`src/plf_ram.sv`:
```
// Generic single-port-write, single-port-read synchronous RAM.
// Read data is registered; no package dependency.
`timescale 1ns / 1ps

module plf_ram #(
    parameter int WIDTH = 8,
    parameter int DEPTH = 16
) (
    input  logic                     aclk,
    input  logic                     we,
    input  logic [$clog2(DEPTH)-1:0] waddr,
    input  logic [WIDTH-1:0]         wdata,
    input  logic [$clog2(DEPTH)-1:0] raddr,
    output logic [WIDTH-1:0]         rdata
);

    logic [WIDTH-1:0] mem [DEPTH];

    always_ff @(posedge aclk) begin
        if (we) begin
            mem[waddr] <= wdata;
        end
        rdata <= mem[raddr];
    end

endmodule

```
`config.mk`:
```
export PLATFORM = sky130hd
export DESIGN_NAME = plf_ram
export DESIGN_NICKNAME = d
export VERILOG_FILES = /design/src/plf_ram.sv
export SDC_FILE = /design/constraint.sdc
export NUM_CORES = 1
export LEC_CHECK = 0
export BUFFER_PORTS_ARGS = -buffer_cell sky130_fd_sc_hd__buf_2
export CAP_MARGIN = 20
export CORE_MARGIN = 2
export CORE_UTILIZATION = 40
export DETAILED_ROUTE_END_ITERATION = 7
export MAX_ROUTING_LAYER = met4
export PLACE_DENSITY_LB_ADDON = 0.1
export SETUP_SLACK_MARGIN = 0.02
export SLEW_MARGIN = 30
export SYNTH_ARGS = -nofsm -noshare
export SYNTH_HDL_FRONTEND = slang
export SYNTH_SLANG_ARGS = --single-unit
export TNS_END_PERCENT = 50
```
`constraint.sdc`:
```
create_clock -name aclk -period 1.7 [get_ports aclk]
set_clock_uncertainty 0.05 [all_clocks]
set_input_delay 0 -clock aclk [delete_from_list [all_inputs] [get_ports aclk]]
set_output_delay 0 -clock aclk [all_outputs]
set_load 0.01 [all_outputs]
```
==> results.toml <==
[sta]
tightest_slew_ns = 0.4528
fin_crit_ns = 1.389
setup_repair_after_global_routing_missed_its_margin = "false"
finalSetupViolations = 0
min_period_over_period = 0.8171
setup_tns_ns = 0
report.final.hold_viol_count = 0
hold-worst-slack_ns = 0.06280
timing_max_transition_violations_final = 0
max-slew-margin-rel = 0.6981
fmax_mhz = 719.9

[clock_network]
insertion_delay_ns = 0.41
root_buffer = "clkbuf_16"
cts.clk_slew.worst_paths_ns = 0.05
max-clock-path-buffers = 2
tritoncts_clock_tree = "yes"
cts.sinks = 136
number_of_hold_repair_buffers_added_at_the_cts_stage = 8
cts.repair.resized = 0
number_of_buffers_inserted_to_repair_setup_after_cts = 0
count_of_h_tree_levels_built_during_cts = 4
clock_buffers_created_by_tritoncts = 17

[placed_design]
gp_routability_congestion = 0.7022
dpl_cell_area_um2 = 5604
dp.final_hpwl_mm = 6.375
place.port_buffers = 25

[power]
pwr-share-clk = 0.432
pwr-share-seq = 0.517
pwr_density_cell_nw_per_um2 = 1181
netSwitchingFraction = 0.1962
max-vdd-ir-drop_mv = 0.6139
int_power_w = 0.005870
combinationalPowerShare = 0.051
switchingPower_w = 0.001433
report.power.total_w = 0.007303
leakage_nw = 2.098

[global_route]
grt_max_degree = 33
overflow = 0
grt_usage = 0.1574
grt_first_pass_wirelength_mm = 15.10
grt_antenna_before_repair = 0
grt_pass1_vias = 2612

[floorplanning]
die_height_um = 117.4
floorplan.io_pins = 26
die_width_um = 117.4
placement_rows = 41
die_area_um2 = 13790
coreArea_um2 = 12570
start_util = 0.4096

[logic_synthesis]
synthesis.yosys.warnings = 0
post_synth_instance_area_um2 = 5147
synth.ff_latch_count = 136
netlist-cell-type-count = 19
syn-instance-count = 229
mappedNetlistNets = 247
synth-seq-area-share = 0.7778
synthesis.area_per_instance_um2 = 22.48

[worst_setup_path]
worstSetupPathType = "reg -> reg"
worst-path-max-fanout = 1
timing.critical_path.to_type = "register"
worstPathRequired_ns = 1.93
worst_ep_arrival_time_ns = 1.62
timing.critical_path.from_type = "register"
worst_r2r_path_depth = 3

[routing]
first_iter_violations = 139
detail_route.wl_per_cell_um = 20.65
detail_route.wirelength.met1_mm = 4.560
dr.pass1.iters = 4
routed-wl-met3_um = 305
met2_wirelength_mm = 4.814
avgViaCountPerCell = 5.099
route.detailed.drc = 0
totalWireLength_mm = 9.831
vias = 2427
postRouteAntennaNets = 0
highest-signal-layer = "met4"

[hold_path]
holdPathStages = 3
path_category_of_the_worst_min_delay_check = "in -> reg"

[run]
maxCapViolCount = 0

[layout]
layout.cells.most_common = "edfxtp_1"
sequential_cell_area_um2 = 4004
drive_above_1_share = 0.2763
area_delta_synth_final_pct = 20.15
final_area_um2 = 6185
ant_diodes = 0
footprint_of_the_multi_input_gates_um2 = 1057
n_fill_cell = 1044
final_cell_mix = "edfxtp_1 (128), buf_2 (25), buf_4 (19)"
finish.net_count = 311

[status]
status = "complete, no violations"
-- layer usage --
layer | track usage | up-vias
li1 | - | 1100
met1 | 0.1999 | 1267
met2 | 0.2412 | 47
met3 | 0.04037 | 13
met4 | 0.07003 | 0
met5 | - | -
-- layout make-up --
type,instances,share of cell area
clock buffer,21,0.07121
sequential,136,0.6474
multi-input combinational,83,0.1709
clock inverter,9,0.009711
tap,172,0.03480
timing repair buffer,55,0.06595
-- registers in the layout (all words and copies together), names as in the netlist --
register	count
mem	128
rdata	8
-- cells in the mapped netlist --
cell type,count,area share
nor2b_1,1,0.0012
or3b_2,1,0.0017
edfxtp_1,128,0.75
nand2b_1,2,0.0024
nand3b_1,2,0.0029
nand3_1,1,0.00097
and2_1,1,0.0012
mux4_2,18,0.079
mux4_1,14,0.071
clkdlybuf4s25_2,3,0.0058
buf_2,3,0.0029
and2b_1,1,0.0015
buf_6,3,0.0066
a22oi_1,16,0.023
nor2_1,13,0.0095
nand2_1,9,0.0066
dfxtp_1,8,0.031
nor3_1,4,0.0039
buf_4,1,0.0015
-- stage by stage --
stage | setup slack, ns | cells | utilization
detailed placement | 0.2241 | 438 | 0.4459
global placement | 0.2260 | 438 | 0.4459
finish | 0.3110 | 476 | 0.4921
floorplan | 0.1571 | 229 | -
CTS | 0.2751 | 476 | 0.4921
global route | 0.2065 | 476 | 0.4921
-- path summary, 6_finish.rpt --
path / start / endpoint / slack, ns
setup / recovery: mem[9][3] / rdata[3] / 0.31
hold / removal: we / mem[9][3] / 0.06
setup reg to reg: mem[9][3] / rdata[3] / 0.31
hold reg to reg: mem[11][2] / rdata[2] / 0.63
-- worst max-delay path, cell delays in order, from the launching register on --
cell,delay (ns)
edfxtp_1,0.35
mux4_1,0.50
a22oi_1,0.27
nand2_1,0.09
-- cell families after synthesis --
family                 after synthesis  share of synthesized area
DFF                                136                     0.7778
and+or+nand+nor                     35                    0.03184
muxes                               32                     0.1502
AOI/OAI and AO/OA                   16                    0.02334
buffers and inverters               10                    0.01677
-- power groups by stage --
stage | sequential (W) | combinational (W) | clock (W)
final | 0.00378 | 0.000370 | 0.00316
after global routing | 0.00378 | 0.000405 | 0.00335
after CTS | 0.00378 | 0.000381 | 0.00322
after detailed placement | 0.00384 | 0.000366 | 0
after global placement | 0.00384 | 0.000362 | 0
after floorplan | 0.00384 | 0.000190 | 0
Note: power is estimated with default switching activity, not from simulation.
