--- src/plf_pkg.sv ---
// Shared types and constants for the path lookahead point finder.
// Used by every module of the block but plf_ram; depends on nothing else.
`timescale 1ns / 1ps

package plf_pkg;

    localparam int MAX_POINTS = 1024;
    localparam int IDX_W      = (MAX_POINTS > 1) ? $clog2(MAX_POINTS) : 1;
    localparam int CNT_W      = $clog2(MAX_POINTS + 1);

    localparam int COORD_W = 24;
    localparam int HEAD_W  = 16;
    localparam int SPD_W   = 16;
    localparam int LA_W    = 24;
    localparam int PIDX_W  = 32;
    localparam int CUM_W   = 36;
    localparam int NUM_W   = 10;
    localparam int DIFF_W  = COORD_W + 1;
    localparam int SQ_W    = 2 * DIFF_W;
    localparam int DIST_W  = SQ_W + 1;
    localparam int ROOT_W  = (DIST_W + 1) / 2;
    localparam int TGT_W   = CUM_W + 1;

    typedef enum logic [1:0] {
        MODE_APPEND = 2'd0,
        MODE_CLEAR  = 2'd1,
        MODE_QUERY  = 2'd2,
        MODE_FETCH  = 2'd3
    } mode_t;

    typedef struct packed {
        logic signed [COORD_W-1:0] x;
        logic signed [COORD_W-1:0] y;
        logic signed [HEAD_W-1:0]  heading;
        logic [SPD_W-1:0]          speed;
        logic [CUM_W-1:0]          cum;
    } entry_t;

    localparam int ENTRY_W = $bits(entry_t);

    // Status and result of the distance pipeline.
    typedef struct packed {
        logic              busy;
        logic              valid;
        logic [IDX_W-1:0]  idx;
        logic [CUM_W-1:0]  cum;
        logic [DIST_W-1:0] sqd;
    } dist_res_t;

    typedef enum logic [3:0] {
        ST_IDLE,
        ST_SCAN,
        ST_SQ_GO,
        ST_SQ_WAIT,
        ST_AP_WR,
        ST_TGT,
        ST_SEARCH,
        ST_SEL,
        ST_EMIT,
        ST_EMPTY,
        ST_MOD_GO,
        ST_MOD_WAIT
    } state_t;

endpackage

--- src/plf_mod.sv ---
// Restoring remainder unit: wraps a signed index into 0..count-1, one bit per cycle.
// Depends on plf_pkg.
`timescale 1ns / 1ps

module plf_mod (
    input  logic                              aclk,
    input  logic                              aresetn,
    input  logic                              start,
    input  logic signed [plf_pkg::PIDX_W-1:0] index,
    input  logic [plf_pkg::CNT_W-1:0]         count,
    output logic                              done,
    output logic [plf_pkg::IDX_W-1:0]         wrapped
);
    import plf_pkg::*;

    localparam int MAG_W  = PIDX_W + 1;
    localparam int STEP_W = $clog2(MAG_W);

    logic              busy_reg;
    logic              done_reg;
    logic              neg_reg;
    logic [STEP_W-1:0] step_reg;
    logic [MAG_W-1:0]  q_reg;
    logic [CNT_W-1:0]  rem_reg;
    logic [CNT_W:0]    t;
    logic [CNT_W-1:0]  w;

    assign t = {rem_reg, q_reg[MAG_W-1]};

    always_ff @(posedge aclk) begin
        if (!aresetn) begin
            busy_reg <= 1'b0;
            done_reg <= 1'b0;
        end else begin
            done_reg <= 1'b0;
            if (start) begin
                busy_reg <= 1'b1;
            end else if (busy_reg && step_reg == STEP_W'(MAG_W - 1)) begin
                busy_reg <= 1'b0;
                done_reg <= 1'b1;
            end
        end
        if (start) begin
            step_reg <= '0;
            neg_reg  <= index[PIDX_W-1];
            q_reg    <= index[PIDX_W-1] ? -{index[PIDX_W-1], index}
                                        : {index[PIDX_W-1], index};
            rem_reg  <= '0;
        end else if (busy_reg) begin
            step_reg <= step_reg + 1'b1;
            q_reg    <= {q_reg[MAG_W-2:0], 1'b0};
            if (t >= {1'b0, count}) begin
                rem_reg <= CNT_W'(t - {1'b0, count});
            end else begin
                rem_reg <= t[CNT_W-1:0];
            end
        end
    end

    // Remainder is taken toward zero, so a negative index folds back from the count.
    assign w       = (neg_reg && rem_reg != '0) ? count - rem_reg : rem_reg;
    assign done    = done_reg;
    assign wrapped = w[IDX_W-1:0];

endmodule
--- config.mk ---
export PLATFORM = sky130hd
export DESIGN_NAME = plf_mod
export DESIGN_NICKNAME = d
export VERILOG_FILES = /design/src/plf_pkg.sv /design/src/plf_mod.sv
export SDC_FILE = /design/constraint.sdc
export NUM_CORES = 1
export LEC_CHECK = 0
export ABC_AREA = 1
export BUFFER_PORTS_ARGS = -buffer_cell sky130_fd_sc_hd__buf_4
export CAP_MARGIN = 0
export CORE_UTILIZATION = 30
export DETAILED_ROUTE_END_ITERATION = 8
export MAX_ROUTING_LAYER = met4
export SLEW_MARGIN = 40
export SYNTH_ARGS = -nofsm -noshare
export SYNTH_HDL_FRONTEND = slang
export SYNTH_SLANG_ARGS = --single-unit
--- constraint.sdc ---
create_clock -name aclk -period 4.7 [get_ports aclk]
set_input_delay 0.94 -clock aclk [delete_from_list [all_inputs] [get_ports aclk]]
set_output_delay 0.94 -clock aclk [all_outputs]
set_load 0.02 [all_outputs]
==> flow_summary.toml <==
[clock_network]
clock_tree.root_cell = "clkbuf_16"
clock_latency_ns = 0.29
clkTransAtPathRegs_ns = 0.07
clkSinkCount = 53
max-clock-path-buffers = 2
postCtsHoldBufs = 0
htree_levels = 2
cts_buffers = 5
cts_tree = "done"
postCtsSetupBuffers = 0
cts_resized = 0

[worst_setup_path]
rr_worst_depth = 8
rr_startpoint = "rem_reg[6]"
cp_data_required_time_ns = 3.76
rr_endpoint = "rem_reg[6]"
worst_ep_arrival_time_ns = 2.51
critPathLaunchType = "input pin"
crit_fanout = 3
crit_type = "in -> out"
rrSetupSlack_ns = 2.38
cp-end-kind = "primary output"

[layout]
area_growth_pct = 15.8
antenna_cells = 0
final_cell_mix = "nand2_1, inv_1, nor2_1, buf_4, nand3_1"
final_common_cell = "nand2_1"
largest_reg_flops = 33
fin_cells = 892
drive_above_1_share_pct = 12.9
fin_nets = 778

[drt]
drt-total-wl_um = 11700
vias = 4294
dr.first_iter.drc_count = 244
wl_per_cell_um = 13.1
postRouteAntennaNets = 0
dr.pass1.iters = 4
drc = 0
vias_per_cell = 4.81

[sta]
hold_slack_ns = 0.498
worstMarginPinSlew_ns = 0.693
setup_viol = 0
finalCritPeriodShare_pct = 73.5
relSlewSlack_pct = 53.8
hold_viol_final = 0
fin_worst_skew_ns = 0.00300
tns_ns = 0
fmax_ghz = 0.289
rsz0062_at_grt = "no"
min_period_ns = 3.45
slew_violations = 0

[placement]
port_buffers = 56
place_hpwl_um = 9290
dp.cells = 884
place.gp.congestion = 0.932

[synth]
yosys_warnings = 0
seq_area_frac_synth_pct = 31.5
yosys-top-cells-area = "edfxtp_1, nand2_1, dfxtp_1, inv_1, ha_1"
synth_edf_count = 34
syn_inst = 662
syn_area_mm2 = 0.00445
syn_nets = 733
synth.distinct_cells = 38
avgSynthCellArea_um2 = 6.72
synth_top_area_share_pct = 23.0
yosys_most_used_dff = "edfxtp_1"
synth_seq_cells = 53
synthArstFlopShare_pct = 0
synth_top_area_cell = "edfxtp_1"

[grt]
gr-total-overflow = 0
grt_max_degree = 42
use_met3_pct = 1.69
antenna_found_initial = 0
grt.busiest_layer = "met2"
gr-usage-met2_pct = 27.1
grt_use_total_pct = 16.7
met1_usage_pct = 22.0
first_global_vias = 4088
grt_pass1_wl_um = 19400

[die]
die_w_um = 124
die-area_mm2 = 0.0153
ios = 57
rows = 44
die_h_um = 124
start_util_pct = 30.7
core_area_mm2 = 0.0145

[hold_path]
min_delay_path_depth = 2
hp-start = "step_reg[0]"
hold_path_class = "reg -> reg"
min_to = "step_reg[0]"

[run_status]
status = "finished clean"

[pwr]
peakVddDrop_uv = 140
p_leak_uw = 0.00240
powerDensity_mw_per_mm2 = 229

[flow_run]
maxCapViolCount = 0
## cell families (layout without fill, tap and decap cells)
| kind of cell | count (synthesis) | count (layout) | synth area share [%] |
|---|---|---|---|
| AO/OA/AOI/OAI | 79 | 79 | 10.0 |
| adder cells (fa/ha/maj) | 25 | 25 | 7.37 |
| XOR/XNOR | 23 | 23 | 4.53 |
| buffers and inverters | 102 | 148 | 9.31 |
| flip-flops | 53 | 53 | 31.5 |
| AND/OR/NAND/NOR | 380 | 380 | 37.2 |
## critical path, stage by stage
cell and delay (ns):
buf_4 0.09, inv_1 0.03, ha_1 0.22, fa_1 0.36
inv_1 0.09, nand3_1 0.07, nand2_1 0.14, nand4_1 0.12
nand2_1 0.09, nand2_1 0.05, nand3_1 0.07, o21ai_0 0.08
buf_4 0.17
## worst max path at each step
stage | end | slack (ns) | start
6_report | wrapped[8] | 1.25 | count[0]
5_1_grt | wrapped[8] | 1.11 | count[0]
4_1_cts | wrapped[8] | 1.25 | count[0]
3_5_place_dp | wrapped[8] | 1.25 | count[0]
3_3_place_gp | wrapped[8] | 1.27 | count[0]
2_1_floorplan | wrapped[6] | 1.30 | count[0]
## cell usage after synthesis, types with 3 or more instances
| library cell | number |
|---|---|
| nor3_1 | 4 |
| dfxtp_1 | 19 |
| ha_1 | 23 |
| a31oi_1 | 8 |
| nor2_1 | 71 |
| a21oi_2 | 3 |
| a21oi_1 | 15 |
| inv_1 | 82 |
| o21ai_0 | 33 |
| xnor2_1 | 7 |
| nand3_2 | 5 |
| edfxtp_1 | 34 |
| buf_2 | 7 |
| xor2_1 | 16 |
| nand4_1 | 21 |
| clkbuf_1 | 7 |
| nand3b_1 | 6 |
| nand3_1 | 49 |
| o21ai_1 | 9 |
| nor2_2 | 7 |
| nand2_1 | 206 |
## per-layer routing
metal	part of all wire [%]	wire [µm]	up-vias
met3	4.3	500	10
met2	45	5270	116
met5	0	0	-
met1	49	5770	1915
li1	-	-	2253
met4	1.5	178	0
## where the power goes
part | total [µW] | internal, µW | switching [µW]
clock | 368 | 204 | 163
sequential | 553 | 540 | 12.6
combinational | 260 | 100 | 160
total | 1180 | 845 | 336
## cell type report
cell class | instances | area, µm²
Fill cell | 1550 | 9330
Inverter | 84 | 317
Timing Repair Buffer | 56 | 420
Clock inverter | 1 | 6.26
Sequential cell | 53 | 1400
Multi-Input combinational cell | 507 | 2640
Clock buffer | 7 | 136
Tap cell | 184 | 230
## stage by stage
stage / setup WS, ns / utilization [%] / total power, µW / instance area [µm²]
final: 1.25 / 35.6 / 1180 / 5150
after global routing: 1.11 / 35.6 / 1250 / 5150
after CTS: 1.25 / 35.5 / 1200 / 5140
after detailed placement: 1.25 / 34.5 / 824 / 5000
after global placement: 1.27 / 34.5 / 825 / 5000
after floorplan: 1.30 / - / 729 / 4450
(Power assumes the default switching activity.)
