## src/plf_pkg.sv

```systemverilog
// Shared types and constants for the path lookahead point finder.
// Used by every module of the block but plf_ram; depends on nothing else.
`timescale 1ns / 1ps

package plf_pkg;

    localparam int MAX_POINTS = 1024;
    localparam int IDX_W      = (MAX_POINTS > 1) ? $clog2(MAX_POINTS) : 1;
    localparam int CNT_W      = $clog2(MAX_POINTS + 1);

    localparam int COORD_W = 24;
    localparam int HEAD_W  = 16;
    localparam int SPD_W   = 16;
    localparam int LA_W    = 24;
    localparam int PIDX_W  = 32;
    localparam int CUM_W   = 36;
    localparam int NUM_W   = 10;
    localparam int DIFF_W  = COORD_W + 1;
    localparam int SQ_W    = 2 * DIFF_W;
    localparam int DIST_W  = SQ_W + 1;
    localparam int ROOT_W  = (DIST_W + 1) / 2;
    localparam int TGT_W   = CUM_W + 1;

    typedef enum logic [1:0] {
        MODE_APPEND = 2'd0,
        MODE_CLEAR  = 2'd1,
        MODE_QUERY  = 2'd2,
        MODE_FETCH  = 2'd3
    } mode_t;

    typedef struct packed {
        logic signed [COORD_W-1:0] x;
        logic signed [COORD_W-1:0] y;
        logic signed [HEAD_W-1:0]  heading;
        logic [SPD_W-1:0]          speed;
        logic [CUM_W-1:0]          cum;
    } entry_t;

    localparam int ENTRY_W = $bits(entry_t);

    // Status and result of the distance pipeline.
    typedef struct packed {
        logic              busy;
        logic              valid;
        logic [IDX_W-1:0]  idx;
        logic [CUM_W-1:0]  cum;
        logic [DIST_W-1:0] sqd;
    } dist_res_t;

    typedef enum logic [3:0] {
        ST_IDLE,
        ST_SCAN,
        ST_SQ_GO,
        ST_SQ_WAIT,
        ST_AP_WR,
        ST_TGT,
        ST_SEARCH,
        ST_SEL,
        ST_EMIT,
        ST_EMPTY,
        ST_MOD_GO,
        ST_MOD_WAIT
    } state_t;

endpackage

```

## src/plf_dist.sv

```systemverilog
// Three-stage squared-distance pipeline from a stored point to the query position.
// Depends on plf_pkg.
`timescale 1ns / 1ps

module plf_dist (
    input  logic                               aclk,
    input  logic                               aresetn,
    input  logic                               in_valid,
    input  logic [plf_pkg::IDX_W-1:0]          in_idx,
    input  plf_pkg::entry_t                    in_entry,
    input  logic signed [plf_pkg::COORD_W-1:0] qx,
    input  logic signed [plf_pkg::COORD_W-1:0] qy,
    output plf_pkg::dist_res_t                 res
);
    import plf_pkg::*;

    logic v1_reg, v2_reg, v3_reg;
    logic [IDX_W-1:0] i1_reg, i2_reg, i3_reg;
    logic [CUM_W-1:0] c1_reg, c2_reg, c3_reg;
    logic signed [DIFF_W-1:0] dx_reg, dy_reg;
    logic [SQ_W-1:0] sx_reg, sy_reg;
    logic [DIST_W-1:0] d_reg;
    logic signed [SQ_W-1:0] px, py;

    assign px = dx_reg * dx_reg;
    assign py = dy_reg * dy_reg;

    always_ff @(posedge aclk) begin
        if (!aresetn) begin
            v1_reg <= 1'b0;
            v2_reg <= 1'b0;
            v3_reg <= 1'b0;
        end else begin
            v1_reg <= in_valid;
            v2_reg <= v1_reg;
            v3_reg <= v2_reg;
        end
        i1_reg <= in_idx;
        c1_reg <= in_entry.cum;
        dx_reg <= {in_entry.x[COORD_W-1], in_entry.x} - {qx[COORD_W-1], qx};
        dy_reg <= {in_entry.y[COORD_W-1], in_entry.y} - {qy[COORD_W-1], qy};
        i2_reg <= i1_reg;
        c2_reg <= c1_reg;
        sx_reg <= unsigned'(px);
        sy_reg <= unsigned'(py);
        i3_reg <= i2_reg;
        c3_reg <= c2_reg;
        d_reg  <= {1'b0, sx_reg} + {1'b0, sy_reg};
    end

    assign res.busy  = v1_reg | v2_reg | v3_reg;
    assign res.valid = v3_reg;
    assign res.idx   = i3_reg;
    assign res.cum   = c3_reg;
    assign res.sqd   = d_reg;

endmodule

```

## config.mk

```make
export PLATFORM = sky130hd
export DESIGN_NAME = plf_dist
export DESIGN_NICKNAME = d
export VERILOG_FILES = /design/src/plf_pkg.sv /design/src/plf_dist.sv
export SDC_FILE = /design/constraint.sdc
export NUM_CORES = 2
export LEC_CHECK = 0
export ABC_AREA = 1
export BUFFER_PORTS_ARGS = -buffer_cell sky130_fd_sc_hd__buf_4
export CORE_UTILIZATION = 30
export DETAILED_ROUTE_END_ITERATION = 10
export PLACE_DENSITY = 0.44
export SYNTH_ARGS = -nofsm -noshare
export SYNTH_HDL_FRONTEND = slang
export SYNTH_SLANG_ARGS = --single-unit
```

## constraint.sdc

```tcl
create_clock -name aclk -period 6.9 [get_ports aclk]
set_input_delay 1.38 -clock aclk [delete_from_list [all_inputs] [get_ports aclk]]
set_output_delay 1.38 -clock aclk [all_outputs]
set_load 0.05 [all_outputs]
```

==> run_results.csv <==
group,metric,value,unit
sta,setup_viol,0,
synth,syn_nets,9323,
global_route,grt_usage,17.2,%
synth,synth_mux_area_share,0,%
clocking,cts_tree,"built",
sta,fin_crit_sh,95.5,%
placement,portBuffers,243,
worst_setup_path,worstSetupEndpointType,"flop",
clocking,clock-sinks,340,
worst_setup_path,startpoint,"dx_reg[24]",
global_route,grt_first_pass_wirelength,266000,um
global_route,overflow,0,
placement,pre_cts_ws,0.172,ns
clocking,numCtsBuffers,45,
synth,ys_seq_area_share,11.5,%
global_route,grt_pass1_vias,47700,
synth,syn_inst,7532,
flow_run,maxCapViolCount,0,
synth,synth_top_family_by_area,"adder cells",
routing,drtAntennaViolNets,0,
synth,synth_warnings,0,
sta,worstMarginPinSlew,0.761,ns
synth,synth-seq-cells,340,
die,rows,162,
routing,drt-initial-drc-count,2230,
worst_setup_path,crit_required,7.42,ns
synth,syn_area,59100,um^2
sta,slew_headroom,49.2,%
global_route,antenna_found_initial,1,
placement,gp_congestion,0.908,
cells_and_area,fillers,21000,
cells_and_area,area_delta_synth_final,12.6,%
cells_and_area,drive_gt1_share,7.62,%
routing,drc,0,
global_route,grt_max_degree,34,
cells_and_area,final_util,34.1,%
synth,synth.avg_cell_area,7.85,um^2
sta,hold_violations,0,
routing,totalWireLength,165000,um
worst_setup_path,crit_arrival,7.11,ns
die,die_area,199000,um^2
die,ios,276,
sta,worst_slack,0.313,ns
clocking,cts-root-buf,"clkbuf_16",
sta,final.min_clock_period,6.59,ns
cells_and_area,final_net_count,9581,
hold_path,hp-start,"c1_reg[15]",
cells_and_area,seq_area,6820,um^2
routing,routed_via_density,4.24,
die,die_y,446,um
status,status,"complete, no violations",
synth,synth-compound-area-share,2.26,%
synth,synth-xor-area-share,2.16,%
sta,clock_skew,0.0593,ns
hold_path,hold_path.class,"reg2reg",
clocking,cts_hold_buf,0,
clocking,cts.path.max_buffers,3,
synth,synthAdderAreaFrac,49.6,%
die,core,195000,um^2
die,initial_core_util,30.3,%
sta,setup_tns,0,ns
synth,synth_cell_types,41,
placement,dp_hpwl,146000,um
worst_setup_path,path_class,"reg2reg",
routing,drt_pass1_iterations,5,
clocking,clkTransAtPathRegs,0.07,ns
sta,maxSlewViolCount,0,
synth,yosys.area_share.simple,18.5,%
worst_setup_path,cp-start-kind,"flop",
sta,rsz0062_at_grt,"no",
routing,avgRoutedWirePerCell,15.8,um
worst_setup_path,reg2reg_from,"dx_reg[24]",
sta,max_freq,152,MHz
die,die_x,446,um
clocking,htreeDepth,2,
cells_and_area,multi_input_area,42900,um^2
cells_and_area,largest_register_ffs,51,
worst_setup_path,crit_fanout,33,
routing,via_count,44300,
clocking,clk_latency,0.68,ns
==> cell type report <==
type | count | share of cell area [%]
Antenna cell | 1 | 0.00376
Clock buffer | 57 | 1.86
Clock inverter | 23 | 0.525
Inverter | 2358 | 13.3
Multi-Input combinational cell | 4677 | 64.5
Sequential cell | 340 | 10.2
Tap cell | 2624 | 4.93
Timing Repair Buffer | 368 | 4.60
==> cells in the mapped netlist <==
| master | count | share of area, % |
|---|---|---|
| a21boi_1 | 1 | 0.013 |
| nor2_2 | 35 | 0.37 |
| clkbuf_1 | 153 | 0.97 |
| nor3_1 | 39 | 0.33 |
| nand3b_1 | 10 | 0.13 |
| and2_1 | 2 | 0.021 |
| nor2_1 | 295 | 1.9 |
| o21ai_0 | 49 | 0.41 |
| xor2_1 | 119 | 1.8 |
| nor3_2 | 17 | 0.29 |
| nand2_4 | 2 | 0.038 |
| a31o_2 | 2 | 0.030 |
| a31oi_1 | 1 | 0.011 |
| o31ai_1 | 1 | 0.013 |
| nand4_1 | 65 | 0.69 |
| nand3_2 | 10 | 0.17 |
| o21bai_1 | 15 | 0.19 |
| nand2_1 | 1964 | 12 |
| nand3_1 | 187 | 1.6 |
| nor2_4 | 6 | 0.11 |
| dfxtp_1 | 340 | 12 |
| or2_2 | 6 | 0.063 |
| a21oi_1 | 159 | 1.3 |
| nand2_2 | 26 | 0.28 |
| buf_2 | 2 | 0.017 |
| inv_1 | 2343 | 15 |
| o311ai_0 | 1 | 0.015 |
| o211ai_2 | 2 | 0.042 |
| o211ai_1 | 3 | 0.038 |
| or3_1 | 1 | 0.011 |
| nor4_1 | 6 | 0.063 |
| inv_2 | 15 | 0.095 |
| fa_1 | 1217 | 41 |
| xnor2_1 | 27 | 0.40 |
| ha_1 | 397 | 8.4 |
| a21o_1 | 9 | 0.11 |
| a21oi_2 | 1 | 0.015 |
| o21ai_1 | 1 | 0.0085 |
| o21ai_2 | 1 | 0.015 |
| buf_4 | 1 | 0.013 |
| buf_1 | 1 | 0.0063 |
==> metrics by stage <==
step                      instance area [um^2]  hold WS, ns  std cells
final                                    66600        0.321      10400
after global routing                     66600        0.329      10400
after CTS                                66400        0.324      10400
after detailed placement                 64800        0.312      10400
after global placement                   64800        0.310      10400
after floorplan                          59100        0.310       7532
==> worst max-delay path: stages (launching register included) <==
cell and delay (ns):
dfxtp_1 0.36, buf_12 0.21, nand2_1 0.12, inv_1 0.13
fa_2 0.48, fa_1 0.60, clkinvlp_4 0.22, buf_4 0.20
fa_1 0.47, inv_1 0.05, fa_1 0.48, fa_1 0.53
fa_1 0.50, inv_1 0.05, fa_1 0.47, inv_1 0.05
ha_2 0.37, nand2_1 0.11, nor2_1 0.18, buf_4 0.14
nand2_1 0.09, nor3_2 0.19, nand4_1 0.22, nand4_1 0.16
nand2_1 0.06
==> logic make-up (layout without fill, tap and decap cells) <==
group	Yosys count	in the layout
AOI/OAI and AO/OA	246	246
DFF	340	340
other	0	1
buffers and inverters	2515	2806
xor gates and xnor gates	146	146
and+or+nand+nor	2671	2671
adders and majority gates	1614	1614
==> cells in the final DEF (no fill, tap or decap), types with 49 or more instances in the layout <==
master,synthesis,final
inv_1,2343,2340
nand2_1,1964,1964
fa_1,1217,1214
ha_1,397,390
buf_4,1,344
dfxtp_1,340,331
nor2_1,295,292
nand3_1,187,187
a21oi_1,159,159
xor2_1,119,119
nand4_1,65,65
o21ai_0,49,49
==> path summary, 6_finish.rpt <==
kind,to,slack [ns],cells past startpoint
worst min register to register,c2_reg[15],0.32,0
worst max register to register,sx_reg[36],0.31,24
worst min-delay path,c2_reg[15],0.32,0
worst max-delay path,sx_reg[36],0.31,24
==> timing repair <==
action / 4_1_cts / 5_1_grt
resized for setup: 0 / 30
buffers inserted: 0 / 6
setup endpoints to repair: 0 / 26
==> layer usage <==
layer	share of wire, %	wire, um	vias to the layer above	GRT usage (%)
met5	0	0	-	0
met2	48	79100	707	29.4
met4	2.2	3610	0	3.83
met1	46	76500	21600	23.4
li1	-	-	21800	-
met3	3.3	5370	158	1.38
Power is left out: the tool's default activity adds up to more than one toggle a clock period on the data nets, which glitch-free logic cannot reach.
