`config.mk`:
```
export PLATFORM = sky130hd
export DESIGN_NAME = plf_isqrt
export DESIGN_NICKNAME = d
export VERILOG_FILES = /design/src/plf_pkg.sv /design/src/plf_isqrt.sv
export SDC_FILE = /design/constraint.sdc
export NUM_CORES = 1
export LEC_CHECK = 0
export BUFFER_PORTS_ARGS = -buffer_cell sky130_fd_sc_hd__buf_2
export CAP_MARGIN = 20
export CORE_MARGIN = 4
export CORE_UTILIZATION = 33
export DETAILED_ROUTE_END_ITERATION = 7
export SLEW_MARGIN = 20
export SYNTH_ARGS = -nofsm -noshare
export SYNTH_HDL_FRONTEND = slang
export SYNTH_SLANG_ARGS = --single-unit
```
`constraint.sdc`:
```
create_clock -name aclk -period 3.4 [get_ports aclk]
set_input_delay 0.17 -clock aclk [delete_from_list [all_inputs] [get_ports aclk]]
set_output_delay 0.17 -clock aclk [all_outputs]
set_load 0.005 [all_outputs]
```
`src/plf_pkg.sv`:
```
// Shared types and constants for the path lookahead point finder.
// Used by every module of the block but plf_ram; depends on nothing else.
`timescale 1ns / 1ps

package plf_pkg;

    localparam int MAX_POINTS = 1024;
    localparam int IDX_W      = (MAX_POINTS > 1) ? $clog2(MAX_POINTS) : 1;
    localparam int CNT_W      = $clog2(MAX_POINTS + 1);

    localparam int COORD_W = 24;
    localparam int HEAD_W  = 16;
    localparam int SPD_W   = 16;
    localparam int LA_W    = 24;
    localparam int PIDX_W  = 32;
    localparam int CUM_W   = 36;
    localparam int NUM_W   = 10;
    localparam int DIFF_W  = COORD_W + 1;
    localparam int SQ_W    = 2 * DIFF_W;
    localparam int DIST_W  = SQ_W + 1;
    localparam int ROOT_W  = (DIST_W + 1) / 2;
    localparam int TGT_W   = CUM_W + 1;

    typedef enum logic [1:0] {
        MODE_APPEND = 2'd0,
        MODE_CLEAR  = 2'd1,
        MODE_QUERY  = 2'd2,
        MODE_FETCH  = 2'd3
    } mode_t;

    typedef struct packed {
        logic signed [COORD_W-1:0] x;
        logic signed [COORD_W-1:0] y;
        logic signed [HEAD_W-1:0]  heading;
        logic [SPD_W-1:0]          speed;
        logic [CUM_W-1:0]          cum;
    } entry_t;

    localparam int ENTRY_W = $bits(entry_t);

    // Status and result of the distance pipeline.
    typedef struct packed {
        logic              busy;
        logic              valid;
        logic [IDX_W-1:0]  idx;
        logic [CUM_W-1:0]  cum;
        logic [DIST_W-1:0] sqd;
    } dist_res_t;

    typedef enum logic [3:0] {
        ST_IDLE,
        ST_SCAN,
        ST_SQ_GO,
        ST_SQ_WAIT,
        ST_AP_WR,
        ST_TGT,
        ST_SEARCH,
        ST_SEL,
        ST_EMIT,
        ST_EMPTY,
        ST_MOD_GO,
        ST_MOD_WAIT
    } state_t;

endpackage

```
`src/plf_isqrt.sv`:
```
// Iterative floor square root, two radicand bits per cycle.
// Depends on plf_pkg.
`timescale 1ns / 1ps

module plf_isqrt (
    input  logic                         aclk,
    input  logic                         aresetn,
    input  logic                         start,
    input  logic [plf_pkg::DIST_W-1:0]   value,
    output logic                         done,
    output logic [plf_pkg::ROOT_W-1:0]   root
);
    import plf_pkg::*;

    localparam int PAD_W  = 2 * ROOT_W;
    localparam int REM_W  = ROOT_W + 3;
    localparam int STEP_W = $clog2(ROOT_W);

    logic              busy_reg;
    logic              done_reg;
    logic [STEP_W-1:0] step_reg;
    logic [PAD_W-1:0]  v_reg;
    logic [REM_W-1:0]  rem_reg;
    logic [ROOT_W-1:0] root_reg;
    logic [REM_W-1:0]  rem_sh, trial;

    assign rem_sh = {rem_reg[REM_W-3:0], v_reg[PAD_W-1 -: 2]};
    assign trial  = {1'b0, root_reg, 2'b01};

    always_ff @(posedge aclk) begin
        if (!aresetn) begin
            busy_reg <= 1'b0;
            done_reg <= 1'b0;
        end else begin
            done_reg <= 1'b0;
            if (start) begin
                busy_reg <= 1'b1;
            end else if (busy_reg && step_reg == STEP_W'(ROOT_W - 1)) begin
                busy_reg <= 1'b0;
                done_reg <= 1'b1;
            end
        end
        if (start) begin
            step_reg <= '0;
            v_reg    <= PAD_W'(value);
            rem_reg  <= '0;
            root_reg <= '0;
        end else if (busy_reg) begin
            step_reg <= step_reg + 1'b1;
            v_reg    <= {v_reg[PAD_W-3:0], 2'b00};
            if (rem_sh >= trial) begin
                rem_reg  <= rem_sh - trial;
                root_reg <= {root_reg[ROOT_W-2:0], 1'b1};
            end else begin
                rem_reg  <= rem_sh;
                root_reg <= {root_reg[ROOT_W-2:0], 1'b0};
            end
        end
    end

    assign done = done_reg;
    assign root = root_reg;

endmodule

```
==> impl_summary.txt <==
----------------------------------------------------
[Run status]
  Run status ... finished clean

[Logic synthesis]
  Post-Syn Area ... about 6000 µm²
  Count of warnings emitted by yosys ... 0
  Area share of and/or/nand/nor cells after synthesis ... 0.103
  Dominant combinational cell family by area after synthesis ... multiplexers
  Ys flop type ... sky130_fd_sc_hd__dfxtp_1
  Number of synthesized flops with an enable pin ... 51
  Multiplexer area fraction after synthesis ... 0.175
  Post-Synth XOR/XNOR Area ... 0.0396
  Sequential-to-total area share from yosys stat ... 0.461
  Mean instance size in the synthesized netlist ... about 11 µm²
  Fraction of registers with async set/reset ... 0
  Flip-flop and latch count after synthesis ... 112
  Post-synthesis compound-gate area fraction ... 0.121
  Syn nets ... between 600 and 700
  Distinct cell type count of the synthesized netlist ... 55
  Adder-Cell Fraction of Synth Area ... 0.0629
  Post-synthesis instance total ... approximately 560

[Detailed routing]
  First-pass DRT Iterations ... 4
  Post-detailed-route DRC marker count ... 0
  Vias post-DR ... roughly 4,300
  Sum of routed wire length over all layers ... approximately 12,000 µm
  Detailed-route wire length per cell ... about 14 µm
  Antenna violation net count after detailed routing ... 0
  Detailed router's first-iteration violation count ... between 150 and 200
  Via count normalized by instance count ... 4.98

[Finish]
  Ratio of cells with drive above 1 in the final layout ... 0.247
  Leading cell types in the layout, fill and taps excluded ... sky130_fd_sc_hd__buf_2 (79), sky130_fd_sc_hd__nor2_1 (69), sky130_fd_sc_hd__dfxtp_1 (60)
  Post-layout net count ... 718
  Number of antenna repair diodes ... 0
  Most common cell after layout, fill and taps aside ... sky130_fd_sc_hd__buf_2
  Layout overhead on the synthesized area ... 15.7%
  Number of flip-flops under the largest register name ... between 50 and 60

[Timing]
  Unrepaired setup endpoints after global routing ... no
  Final setup margin ... 0.619 ns
  Setup Skew ... between 0.007 and 0.008 ns
  Number of failing setup endpoints in the final timing report ... 0
  Worst max-slew margin expressed relative to the limit ... 0.388
  Minimum clock period ... roughly 2.8 ns
  Achievable Freq ... about 0.36 GHz
  Post-Route Setup TNS ... 0 ns
  Number of pins exceeding their max-slew limit in the final report ... 0
  Min Hold Slack ... 0.0543 ns
  Final hold violation count ... 0
  Worst-margin pin slew ... approximately 0.92 ns
  Final clock period utilization by the worst path ... 0.818

[GRT]
  Global-route wire length before repair ... ~21,000 µm
  GRT Resource Usage Total ... 0.126
  Gr ovfl total ... 0
  Maximum number of pins on one net before global-route repair ... 74
  Antenna violations before repair ... 1
  Via count of the first global-routing pass ... roughly 4,300

[Floorplanning]
  Number of rows created at floorplan ... 48
  Number of I/O pins ... 81
  Horizontal die dimension ... between 100 and 150 µm
  Initial Utilization ... 0.341
  Die Ht ... 143 µm
  Area inside the core boundary ... between 15,000 and 20,000 µm²
  Die Outline Area ... between 20,000 and 25,000 µm²

[Flow run]
  Count of maximum capacitance violations ... 0

[Worst setup path]
  Setup crit end kind ... flop
  Data required time at the worst endpoint ... 3.64 ns
  Crit Path Category ... flop to flop
  Maximum net fanout on the critical path ... 18
  Sort of element at the start of the critical path ... flop
  Data arrival time of the critical path ... about 3.0 ns

[Placed design]
  Quantity of I/O buffers inserted on ports ... 80
  Worst setup slack before clock tree synthesis ... approximately 0.66 ns
  Detail Placement HPWL ... a little under 9000 µm
  Final weighted congestion of routability-driven global placement ... 0.859

[Clock network]
  Clock tree from TritonCTS ... yes
  Count of instances resized after the clock tree is built ... 0
  Clock sink total ... about 110
  Root Driver ... sky130_fd_sc_hd__clkbuf_16
  H-Tree Level Count ... 3
  Number of buffers on the longest clock path ... 2
  Hold bufs inserted after CTS ... 0
  Clock edge transition at the registers on the reported setup and hold paths ... about 0.080 ns
  Setup Buffers After CTS ... 0
  Worst-skew pair later-pin latency ... 0.35 ns
  Clock buffer count from CTS ... 9

[Power]
  P_int ... roughly 3.7 mW
  Comb pwr share ... 0.523
  Peak VDD IR ... 0.449 mV
  Sequential share of power ... 0.290
  Clock network power share ... 0.187
  Cell Pwr Density ... 865 nW/µm²
  Net switching share of the total power ... 0.389
  Leak pwr ... 2.83 nW
  Net switching power figure ... 2.32 mW

[Min path]
  Hold Path Class ... input port to flop

----------------------------------------------------
## routing by layer
layer | part of all wire | GRT usage
met1 | 0.45 | 0.160
met2 | 0.46 | 0.199
met3 | 0.071 | 0.0497
met4 | 0.015 | 0.0400
met5 | 0.0013 | 0
## worst paths after layout
check | start | cells past startpoint | slack (ns) | endpoint
setup reg to reg | root[2] | 11 | 0.62 | rem_reg[26]
hold / removal | aresetn | 3 | 0.05 | busy_reg
hold reg to reg | rem_reg[2] | 2 | 0.47 | rem_reg[2]
setup / recovery | root[2] | 11 | 0.62 | rem_reg[26]
## power by group through the flow
stage	logic, mW	clock network (mW)	registers, mW
floorplan	2.63	0	1.73
global placement	3.08	0	1.76
detailed placement	3.12	0	1.76
CTS	3.14	1.17	1.74
global route	3.47	1.23	1.76
finish	3.12	1.12	1.73
## cells by family after synthesis
| logic type | after synthesis |
|---|---|
| muxes | 98 |
| AOI/OAI and AO/OA | 103 |
| and+or+nand+nor | 135 |
| xor gates and xnor gates | 27 |
| adders and majority gates | 30 |
| buffers and inverters | 56 |
| DFF | 112 |
## area by class of cell
class / count / area, µm²
Clock buffer: 9 / 225
Clock inverter: 7 / 90.1
Fill cell: 1731 / 10600
Inverter: 33 / 125
Multi-Input combinational cell: 393 / 2990
Sequential cell: 112 / 2750
Tap cell: 225 / 282
Timing Repair Buffer: 85 / 440
## metrics by stage
stage	area, µm²	util	power [mW]	cells
after floorplan	5970	-	4.35	561
after global placement	6590	0.376	4.84	848
after detailed placement	6590	0.376	4.88	848
after CTS	6910	0.394	6.04	864
after global routing	6910	0.394	6.46	864
final	6910	0.394	5.98	864
## worst max-delay path: stages (launching register included)
cell,delay (ns)
sky130_fd_sc_hd__dfxtp_1,0.41
sky130_fd_sc_hd__inv_1,0.06
sky130_fd_sc_hd__ha_1,0.33
sky130_fd_sc_hd__o21a_1,0.19
sky130_fd_sc_hd__a2bb2oi_1,0.28
sky130_fd_sc_hd__a22o_1,0.24
sky130_fd_sc_hd__a21bo_4,0.17
sky130_fd_sc_hd__o31ai_4,0.07
sky130_fd_sc_hd__o211ai_4,0.17
sky130_fd_sc_hd__buf_4,0.31
sky130_fd_sc_hd__nor3_1,0.09
sky130_fd_sc_hd__a311o_1,0.35
## synth_stat cells, drive strengths merged (4+ instances only)
cell / n / area, µm²
nand4: 5 / 31.3
xor2: 9 / 78.8
a21o: 9 / 67.6
xnor2: 18 / 158
ha: 30 / 375
o211ai: 5 / 51.3
and3: 4 / 25.0
nor3: 7 / 35.0
mux2: 49 / 552
a211oi: 18 / 140
nor2: 69 / 259
mux2i: 49 / 490
buf: 6 / 41.3
nand2: 26 / 97.6
a31oi: 6 / 37.5
edfxtp: 51 / 1530
a21oi: 16 / 80.1
inv: 33 / 124
o21ai: 26 / 130
nor2b: 5 / 31.3
clkbuf: 17 / 63.8
dfxtp: 61 / 1220
Power figures use the tool's default switching activity.
